--- src/sv/nfmt_pkg.sv ---
// Package for the memory-trace activation field: payload structs, register
// indexes, opcodes, reset values and pipeline constants.
// Depends on nothing; the front end, back end, top level and checker import it.
`default_nettype none
package nfmt_pkg;

  localparam int IDX_W          = 12;
  localparam int ACT_W          = 24;
  localparam int CFG_IDX_W      = 3;
  localparam int CFG_W          = 24;
  localparam int FIELD_SIZE_DEF = 4096;
  localparam int QUEUE_DEPTH    = 4;
  localparam int DIV_STAGES     = 16;
  localparam int PIPE_STAGES    = 3 + DIV_STAGES + 6;

  localparam logic [CFG_IDX_W-1:0] REG_MODE  = 3'd0;
  localparam logic [CFG_IDX_W-1:0] REG_BUILD = 3'd1;
  localparam logic [CFG_IDX_W-1:0] REG_DECAY = 3'd2;
  localparam logic [CFG_IDX_W-1:0] REG_THR   = 3'd3;
  localparam logic [CFG_IDX_W-1:0] REG_STEEP = 3'd4;

  localparam logic OP_UPDATE = 1'b0;
  localparam logic OP_CLEAR  = 1'b1;

  localparam logic [2:0] MODE_GATED  = 3'd0;
  localparam logic [2:0] MODE_THRESH = 3'd1;
  localparam logic [2:0] MODE_INPUT  = 3'd2;

  localparam logic [2:0]         RST_MODE  = 3'd0;
  localparam logic [15:0]        RST_BUILD = 16'd655;
  localparam logic [15:0]        RST_DECAY = 16'd66;
  localparam logic signed [23:0] RST_THR   = 24'sd32768;
  localparam logic [15:0]        RST_STEEP = 16'd1000;

  localparam logic [16:0]        HALF_Q16   = 17'd32768;
  localparam logic [16:0]        ONE_Q16    = 17'd65536;
  localparam logic signed [23:0] PEAK_GATE  = 24'sd6553;

  typedef struct packed {
    logic                    opcode;
    logic [IDX_W-1:0]        element_index;
    logic signed [ACT_W-1:0] input_value;
    logic signed [ACT_W-1:0] peak_value;
  } nfmt_in_t;

  typedef struct packed {
    logic [IDX_W-1:0]        result_index;
    logic signed [ACT_W-1:0] new_activation;
  } nfmt_out_t;

  typedef struct packed {
    logic [2:0]              update_mode;
    logic [15:0]             build_rate;
    logic [15:0]             decay_rate;
    logic signed [ACT_W-1:0] sigmoid_threshold;
    logic [15:0]             sigmoid_steepness;
  } nfmt_cfg_t;

  typedef struct packed {
    logic     valid;
    nfmt_in_t item;
  } nfmt_head_t;

  typedef struct packed {
    logic pop;
    logic sweep_busy;
  } nfmt_ctl_t;

endpackage
`default_nettype wire

--- src/sv/nfmt_front.sv ---
// Front end: accepts transactions, drops updates outside the field and
// queues the rest for the back end. Depends on nfmt_pkg.
`default_nettype none
module nfmt_front
  import nfmt_pkg::*;
#(
  parameter int FIELD_SIZE = FIELD_SIZE_DEF
) (
  input  wire logic       clk,
  input  wire logic       rst_n,
  input  wire logic       in_valid,
  output logic            in_stall,
  input  wire nfmt_in_t   in_data,
  input  wire nfmt_ctl_t  ctl,
  output nfmt_head_t      head
);

  localparam int PW = $clog2(QUEUE_DEPTH);
  localparam int CW = $clog2(QUEUE_DEPTH + 1);

  nfmt_in_t      q_r [QUEUE_DEPTH];
  logic [PW-1:0] wp_r, wp_nxt, rp_r, rp_nxt;
  logic [CW-1:0] cnt_r, cnt_nxt;
  logic          keep, push, pop;

  assign keep = (in_data.opcode == OP_CLEAR) ||
                ({5'd0, in_data.element_index} < 17'(FIELD_SIZE));
  assign in_stall = (cnt_r == CW'(QUEUE_DEPTH)) || ctl.sweep_busy;
  assign push     = in_valid && !in_stall && keep;
  assign pop      = ctl.pop && (cnt_r != '0);

  always_comb begin
    wp_nxt  = push ? wp_r + PW'(1) : wp_r;
    rp_nxt  = pop ? rp_r + PW'(1) : rp_r;
    cnt_nxt = cnt_r + CW'(push) - CW'(pop);
  end

  always_ff @(posedge clk) begin
    if (!rst_n) begin
      wp_r  <= '0;
      rp_r  <= '0;
      cnt_r <= '0;
    end else begin
      wp_r  <= wp_nxt;
      rp_r  <= rp_nxt;
      cnt_r <= cnt_nxt;
    end
    if (push) begin
      q_r[wp_r] <= in_data;
    end
  end

  assign head.valid = (cnt_r != '0);
  assign head.item  = q_r[rp_r];

endmodule
`default_nettype wire

--- config.mk ---
export PLATFORM = sky130hd
export DESIGN_NAME = nfmt_front
export DESIGN_NICKNAME = d
export VERILOG_FILES = /design/src/sv/nfmt_pkg.sv /design/src/sv/nfmt_front.sv
export SDC_FILE = /design/constraint.sdc
export NUM_CORES = 1
export LEC_CHECK = 0
export BUFFER_PORTS_ARGS = -buffer_cell sky130_fd_sc_hd__buf_2
export CORE_AREA = 2 2 156 158
export CTS_CLUSTER_SIZE = 28
export DETAILED_ROUTE_END_ITERATION = 10
export DIE_AREA = 0 0 158 160
export PLACE_DENSITY = 0.62
export REMOVE_ABC_BUFFERS = 1
export SLEW_MARGIN = 20
export SYNTH_ARGS = -nofsm -noshare
export SYNTH_HDL_FRONTEND = slang
export SYNTH_SLANG_ARGS = --single-unit
--- constraint.sdc ---
create_clock -name clk -period 2.66 [get_ports clk]
set_clock_uncertainty 0.1 [all_clocks]
set_input_delay 0.266 -clock clk [delete_from_list [all_inputs] [get_ports clk]]
set_output_delay 0.266 -clock clk [all_outputs]
set_load 0.01 [all_outputs]
Word-level counts from Yosys, hierarchy flattened
Memory sizes are Yosys's and may differ from the RTL's. A register that Yosys moved wholly into a read port is not among the register bits.
Cells that the tools add are included.
{"block": "word_totals", "regBits": 7, "ramBits": 244, "inputBits": 66, "output_inout_bits": 63, "elab_cells": 18, "n_memories": 1}
{"block": "op_classes", "add_sub_neg": 4, "eq_ne": 1, "mux": 4, "reduce_logical": 5}
{"memory": "q_r", "words": 4, "word_bits": 61, "rd": 1, "rd_clocked_by_memory_dff": 1, "write_ports": 1, "line": "nfmt_front.sv:21", "source": "nfmt_in_t q_r [QUEUE_DEPTH];"}
{"operator": "$add 2x1->2 const B", "count": 2}
{"operator": "$mux 2", "count": 2}
{"operator": "$add 3x1->3", "count": 1}
{"operator": "$eq 3x3->1 const B", "count": 1}
{"operator": "$reduce_bool 3->1", "count": 1}
{"operator": "$sub 3x1->3", "count": 1}
{"operator": "$logic_and 1x1->1", "count": 2}
{"operator": "$mux 1", "count": 2}
{"operator": "$logic_not 1->1", "count": 1}
{"operator": "$logic_or 1x1->1", "count": 1}

Longest topological paths before layout
Gate-level depths: netlist (run 1).
{"block": "logic_depth", "ltp_word": 6, "mapped_depth": 11, "mapped_depth_nobuf": 11}

Worst setup path after synthesis (run 1)
No wires, ideal clock.
{"block": "synth_path", "kind": "register to register", "start": "reg cnt_r[1]", "end": "mem q_r[2][0] (netlist bit) (enable)", "setup_ps": 425, "arrival_ps": 2285, "setup_slack_ps": -150, "stages_incl_launch_ff": 4, "cell_sequence": "dfxtp_1 > nor2_1 > a21oi_2 > and2_1"}
{"block": "synth_via", "elab_chain_len": 6}
{"element": "start, declared", "line": "nfmt_front.sv:23", "source": "logic [CW-1:0] cnt_r, cnt_nxt;"}
{"element": "start signal, assigned", "line": "nfmt_front.sv:46", "source": "cnt_r <= cnt_nxt;"}
{"element": "$eq 3x3->1", "line": "nfmt_front.sv:28", "source": "assign in_stall = (cnt_r == CW'(QUEUE_DEPTH)) || ctl.sweep_busy;"}
{"element": "$logic_or 1x1->1", "line": "nfmt_front.sv:28"}
{"element": "$logic_not 1->1", "line": "nfmt_front.sv:29", "source": "assign push = in_valid && !in_stall && keep;"}
{"element": "$logic_and 1x1->1", "line": "nfmt_front.sv:29"}
{"element": "$mux 1", "line": "nfmt_front.sv:48", "source": "if (push) begin"}
{"element": "$mux 1 (not written as such)", "line": "nfmt_front.sv:49", "source": "q_r[wp_r] <= in_data;"}
{"element": "end, declared", "line": "nfmt_front.sv:21"}
Every way passes these cells.

Worst setup path in the final report (run 1)
{"block": "layout_path", "start": "reg cnt_r[1]", "end": "reg cnt_r[2]"}
{"block": "layout_via", "elab_chain_len": 6, "elab_cells_between_ends": 8, "cone_classes": "2 x add/sub; 1 x eq/ne; 5 x reduce/logical"}
{"element": "$eq 3x3->1", "line": "nfmt_front.sv:28"}
{"element": "$logic_or 1x1->1", "line": "nfmt_front.sv:28"}
{"element": "$logic_not 1->1", "line": "nfmt_front.sv:29"}
{"element": "$logic_and 1x1->1", "line": "nfmt_front.sv:29"}
{"element": "$add 3x1->3", "line": "nfmt_front.sv:35", "source": "cnt_nxt = cnt_r + CW'(push) - CW'(pop);"}
{"element": "$sub 3x1->3 *", "line": "nfmt_front.sv:35"}
Mark *: on every way between the ends. The rest lies on a longest branch, timed or not.
A chain may end at the register's enable or synchronous reset.

==> results.md, run 1 <==
- Status: finished, final reports clean
- Post-route ant nets: 0
- Setup WS pre-CTS: 0.177 ns
- Final core occ: 0.497
- GR Util All Layers: 0.139
- Fillers: 2,013
- Clock Path Buffers: 3
- # diodes: 0
- Max cap viols: 0
- Post-CTS Repair Setup Buffers: 0
- Share of post-route cells with drive strength above 1: 0.404
- WHS: 0.107 ns
- Final Slew Violations: 0
- Sink Count: ~250
- Root buffer cell: clkbuf_16
- Pre-antenna DRT Iters: 4
- Hold path start: ctl[1]
- Met3 GRT Util: 0.0312
- Crit path max fanout: 6
- Vias in the first global route: 4,898
- Area share of the largest cell type after synthesis: 0.783
- Num CTS Buffers: 27
- DR WL/cell: 18.6 microns
- Layout Cells excl Fill: 931
- DRC: 0
- Hold depth: 4
- Initial Util: 0.393
- First-pass GRT wire length: 27,100 microns
- IO Pins: 129
- Final hold violation count: 0
- Port bufs: 128
- Slew margin rel.: 0.612
- Busiest grt layer: met2
- Post-synthesis instance total: ~370
- Reg-to-reg setup timing slack: 0.20 ns
- Total power: 10.1 mW
- Largest net degree at the start of global routing: 39
- DP Area: 10,400 sq um
- Tmin final: 2.46 ns
- Slew @ Worst Pin: 0.581 ns
- Die X: 158 microns
- Skew-Pair Late Insertion Delay: 0.51 ns
- Syn-to-layout area delta: 26.5%
- Lkg Pwr: 4.00 nW
- Multi-input logic area: 1670 sq um
- Met2 usage: 0.246
- Final nets: 660
- Starting DRT DRC Count: roughly 220
- Top post-synthesis cells by area: edfxtp_1, mux4_2, dfxtp_1
- Reg2reg path depth: 11
- CTS tree: done
- PostCTS Resize Cnt: 0
- Netlist Area Pre-Place: 9360 sq um
- Arr. time, crit path: 2.77 ns
- Hold-fix buffers, CTS: 62
- Initial antenna violation count: 1
- Vias/cell: 4.78
- Setup tns final: 0 ns
- Met1 Track Usage GR: 0.174
- Post-Route WL: 17,300 microns
- Detailed-route via count: 4,454
- Fin crit share: 0.925
- Endpoint type of the worst setup path: register
- Hold crit path type: primary input to register
- Worst setup margin: 0.201 ns
- Final Cell Area: 11,800 sq um
- DIE AREA: 25,300 sq um
- Cell Pwr Density: around 850 nW/um^2
- Core area: 23,800 sq um
- Syn_area_per_cell: 25.4 sq um
- CP startpoint kind: register
- Yosys warning count: 0
- Htree depth: 1
- Worst endpoint required time: slightly below 3 ns
- Worst VDD drop: 483 uV
- FF-to-FF Start: cnt_r[1]
- Cell taking the most area after synthesis: edfxtp_1
- Register area: 7510 sq um
- Flops & latches, synth: 253
- HPWL Detailed: between 10,000 and 15,000 microns
- Cell row count: 57
- GPL Wtd Cong: approximately 0.72
- Die height: 160 microns
- Clock-pin slew on the worst setup and hold paths: ~0.06 ns
- Global route total overflow: 0
- Register area share after synthesis: 0.802
- Post-Place Cells: 820
- Unique masters post-synth: 24
- Max Clk Rate: 0.407 GHz
- Number of setup violations in the final report: 0
- R2r endpoint: cnt_r[2]
- Setup CP Type: register to register
- RSZ-0062 raised after global routing: false
power by group:
group	switching (mW)	total, mW	internal [mW]
Sequential	0.127	4.71	4.58
Clock	1.38	3.32	1.94
Combinational	0.964	2.06	1.09
layer usage:
metal / up-vias / share of wire
li1: 1996 / -
met1: 2304 / 0.41
met2: 125 / 0.52
met3: 27 / 0.059
met4: 2 / 0.015
met5: - / 0.00075
layout by cell type (no fill, tap or decap), drive strengths merged:
cell type / n
edfxtp: 244
a21oi: 1
clkinv: 16
nor2b: 3
dfxtp: 9
fa: 1
dlygate4sd3: 62
mux4: 61
mux2i: 2
bufinv: 1
nand2b: 1
clkbuf: 32
o311ai: 1
buf: 143
nor2: 1
ha: 6
or3: 1
xnor2: 4
o31a: 1
a21o: 1
inv: 5
nand2: 4
and2: 7
state kept, by name (all words and copies together), names as in the netlist, named ones only:
name,flops
cnt_r,3
q_r,244
rp_r,2
wp_r,2
synth_stat cells:
library cell,instances
nand2b_1,1
fa_1,1
mux4_1,1
buf_2,6
buf_6,1
nand2_1,4
inv_1,5
ha_1,6
mux2i_1,2
mux4_2,60
xnor2_1,4
buf_1,1
a21o_1,1
dfxtp_1,9
buf_12,6
and2_1,7
clkbuf_1,1
nor2_1,1
o31a_1,1
a21oi_2,1
o311ai_2,1
or3_1,1
edfxtp_1,244
nor2b_1,3
area by class of cell:
class / count / share of cell area
timing repair buffer: 205 / 0.121
inverter: 5 / 0.00159
clock buffer: 32 / 0.0586
clock inverter: 17 / 0.00824
multi-input combinational: 95 / 0.141
tap: 324 / 0.0342
sequential: 253 / 0.635
worst max-delay path by stage:
stage	start	cells past startpoint	end
detailed placement	cnt_r[1]	11	cnt_r[2]
finish	cnt_r[1]	11	cnt_r[2]
floorplan	register	1	head[58]
global route	register	3	head[18]
global placement	cnt_r[1]	11	cnt_r[2]
CTS	register	3	head[18]
critical path, cell delays in order, from the launching register on:
cell and delay (ns):
dfxtp_1 0.48, nor2_1 0.13, a21oi_2 0.17, inv_1 0.06, ha_1 0.29, inv_1 0.06, ha_1 0.14, inv_1 0.06
fa_1 0.38, xnor2_1 0.22, xnor2_1 0.10, and2_1 0.17
cells by family after synthesis:
group	count (synthesis)	synth area share
AOI/OAI and AO/OA	4	0.00441
xor gates and xnor gates	4	0.00374
buffers and inverters	20	0.0201
muxes	63	0.149
DFF	253	0.802
and+or+nand+nor	17	0.0100
adders and majority gates	7	0.0102
(Power assumes the default switching activity.)
==> inputs of run 2 (changes only) <==
--- a/config.mk
+++ b/config.mk
@@ -6,11 +6,12 @@
 export NUM_CORES = 1
 export LEC_CHECK = 0
 export BUFFER_PORTS_ARGS = -buffer_cell sky130_fd_sc_hd__buf_2
-export CORE_AREA = 2 2 156 158
+export CORE_AREA = 8 8 145 147
 export CTS_CLUSTER_SIZE = 28
 export DETAILED_ROUTE_END_ITERATION = 10
-export DIE_AREA = 0 0 158 160
-export PLACE_DENSITY = 0.62
+export DIE_AREA = 0 0 153 155
+export MAX_ROUTING_LAYER = met4
+export PLACE_DENSITY = 0.75
 export REMOVE_ABC_BUFFERS = 1
 export SLEW_MARGIN = 20
 export SYNTH_ARGS = -nofsm -noshare
==> run 2 against run 1 <==
- sequential power up 0.8%
- register-to-register slack better by 0.08 ns
- via count up 0.54%
- final area down 0.41%
- first-iteration DRC count up 27%
- fmax about the same
- worst setup slack about the same
- clock power up 4%
- utilization up 13 points
- count of clock-buffer cells in the layout down 1
- critical path type is now register to output pin
- highest routed layer is now met4
==> results.md, run 2 (synthesized netlist as in run 1, its figures left out) <==
- Share of post-route cells with drive strength above 1: 0.413 (+0.00892)
- First-pass GRT wire length: 27,900 microns (+3.0%)
- Htree depth: 1 (unchanged)
- Clock Power Share: 0.336 (+0.007)
- Commonest cells after routing, fill and taps aside: edfxtp_1, buf_2, dlygate4sd3_1
- RSZ-0062 raised after global routing: false
- Clock Path Buffers: 3 (unchanged)
- Global route total overflow: 0 (unchanged)
- Post-Place Cells: 735 (-10%)
- Num CTS Buffers: 26 (-3.7%)
- Status: finished, final reports clean
- Root buffer cell: clkbuf_16
- Slew margin rel.: 0.654 (+0.0421)
- Largest net degree at the start of global routing: 35 (-10%)
- PostCTS Resize Cnt: 0 (unchanged)
- Final nets: 660 (unchanged)
- Cell Pwr Density: 870 nW/um^2 (+2.1%)
- Max cap viols: 0 (unchanged)
- Buffer and inverter count on the worst path: 2 (-1)
- DRC: 0 (unchanged)
- Sink Count: 253 (unchanged)
- Leading registers by flop count: q_r: 244 flops, cnt_r: 3 flops
- Post-route ant nets: 0 (unchanged)
- Tmin final: 2.46 ns (+0.000363 ns)
- Slowest CP cell: dfxtp_4
- Fillers: 1,284 (-36%)
- GR Util All Layers: 0.155 (+0.0159)
- IO Pins: 129 (unchanged)
- Die height: 155 microns (-3.1%)
- DIE AREA: 23,700 sq um (-6.2%)
- Starting DRT DRC Count: 280 (+27%)
- Arr. time, crit path: 2.09 ns (-0.68 ns)
- Largest reg by FF count: q_r
- Initial antenna violation count: 2 (+1)
- Vias/cell: 5.29 (+11%)
- Initial Util: 0.494 (+0.101)
- Cell row count: 51 (-11%)
- Slew @ Worst Pin: 0.518 ns (-0.0632 ns)
- Commonest non-fill, non-tap cell in the layout: edfxtp_1
- Lkg Pwr: 4.01 nW (+0.36%)
- Core area: 19,000 sq um (-20%)
- Crit path max fanout: 15 (+9)
- Worst VDD drop: 571 uV (+18%)
- Final hold violation count: 0 (unchanged)
- Psw: 2.52 mW (+2.0%)
- Internal power: 7.74 mW (+1.6%)
- Layout Cells excl Fill: 846 (-9.1%)
- Skew-Pair Late Insertion Delay: 0.51 ns (about the same)
- Number of setup violations in the final report: 0 (unchanged)
- Setup CP Type: register to output pin
- Fin crit share: 0.925 (about the same)
- Worst setup margin: 0.200 ns (-0.000363 ns)
- Hold crit path type: primary input to register
- Max FFs per register: 244 (unchanged)
- Sequential power share: 0.463 (-0.004)
- Die X: 153 microns (-3.2%)
- CP startpoint kind: register
- Vias in the first global route: 5,079 (+3.7%)
- Endpoint type of the worst setup path: output pin
- Comb power frac: 0.201 (-0.003)
- Final Cell Area: 11,800 sq um (-0.41%)
- DR WL/cell: 21.0 microns (+13%)
- Max Clk Rate: 0.407 GHz (about the same)
- Port bufs: 128 (unchanged)
- Setup WS pre-CTS: 0.263 ns (+0.0860 ns)
- DP Area: 10,300 sq um (-0.84%)
- CTS tree: done
- Pre-antenna DRT Iters: 4 (unchanged)
- Post-Route WL: 17,800 microns (+2.7%)
- Sw Ratio: 0.246 (+0.000653)
- Clock-pin slew on the worst setup and hold paths: 0.06 ns (about the same)
- GPL Wtd Cong: 0.730 (+1.0%)
- Critical path's top delay family: flip-flops
- Final Slew Violations: 0 (unchanged)
- Register area: 7510 sq um (unchanged)
- Syn-to-layout area delta: 26.0%
- Multi-input logic area: 1670 sq um (unchanged)
- HPWL Detailed: 11,000 microns (+5.7%)
- Max incr delay on CP: 0.56 ns (+0.08 ns)
- Total power: 10.3 mW (+1.7%)
- Worst endpoint required time: 2.29 ns (-0.68 ns)
- Cell breakdown of the critical path: buf_4 > mux4_2 > buf_2
- Detailed-route via count: 4,478 (+0.54%)
run 2: power by group through the flow:
stage	Sequential [mW]	Combinational, mW	Clock (mW)
3_3_place_gp	4.82	1.99	0
3_5_place_dp	4.84	2.03	0
5_1_grt	4.78	2.22	3.69
2_1_floorplan	4.94	1.13	0
6_report	4.75	2.06	3.44
4_1_cts	4.76	2.11	3.53
run 2: stage by stage:
step	util	setup TNS [ns]	hold WS (ns)
after detailed placement	0.546	0	0.382
after global routing	0.622	0	0.125
after global placement	0.546	0	0.375
final	0.622	0	0.117
after CTS	0.622	0	0.0984
after floorplan	-	-96.92	0.265
run 2: area by class of cell:
| type | instances | area share |
|---|---|---|
| inverter | 5 | 0.00159 |
| clock buffer | 31 | 0.0586 |
| multi-input combinational | 95 | 0.142 |
| timing repair buffer | 206 | 0.124 |
| tap | 238 | 0.0253 |
| antenna | 2 | 0.000424 |
| sequential | 253 | 0.637 |
| clock inverter | 16 | 0.0115 |
run 2: final timing paths:
kind	from	to	slack, ns	depth (start not counted)
setup / recovery	register	head[32]	0.20	3
hold reg to reg	wp_r[1]	wp_r[1]	0.40	2
setup reg to reg	cnt_r[1]	cnt_r[2]	0.28	11
hold / removal	ctl[1]	register	0.12	4
run 2: worst reg2reg max path, delay by kind of cell (launching register included):
family / cells / cell delay [ns]
buffers and inverters: 3 / 0.18
and+or+nand+nor: 2 / 0.29
AOI/OAI and AO/OA: 1 / 0.19
adders and majority gates: 3 / 0.79
DFF: 1 / 0.47
xor gates and xnor gates: 2 / 0.27
run 2: per-layer routing:
layer / GRT usage / vias up / part of all wire
li1: - / 2000 / -
met1: 0.182 / 2301 / 0.41
met2: 0.267 / 144 / 0.51
met3: 0.0369 / 33 / 0.055
met4: 0.0429 / 0 / 0.019
met5: - / - / 0
run 2: timing repair:
action / 4_1_cts / 5_1_grt
hold buffers: 62 / 0
setup endpoints to repair: 0 / 0
hold endpoints to repair: 253 / 0
setup buffers: 0 / 0
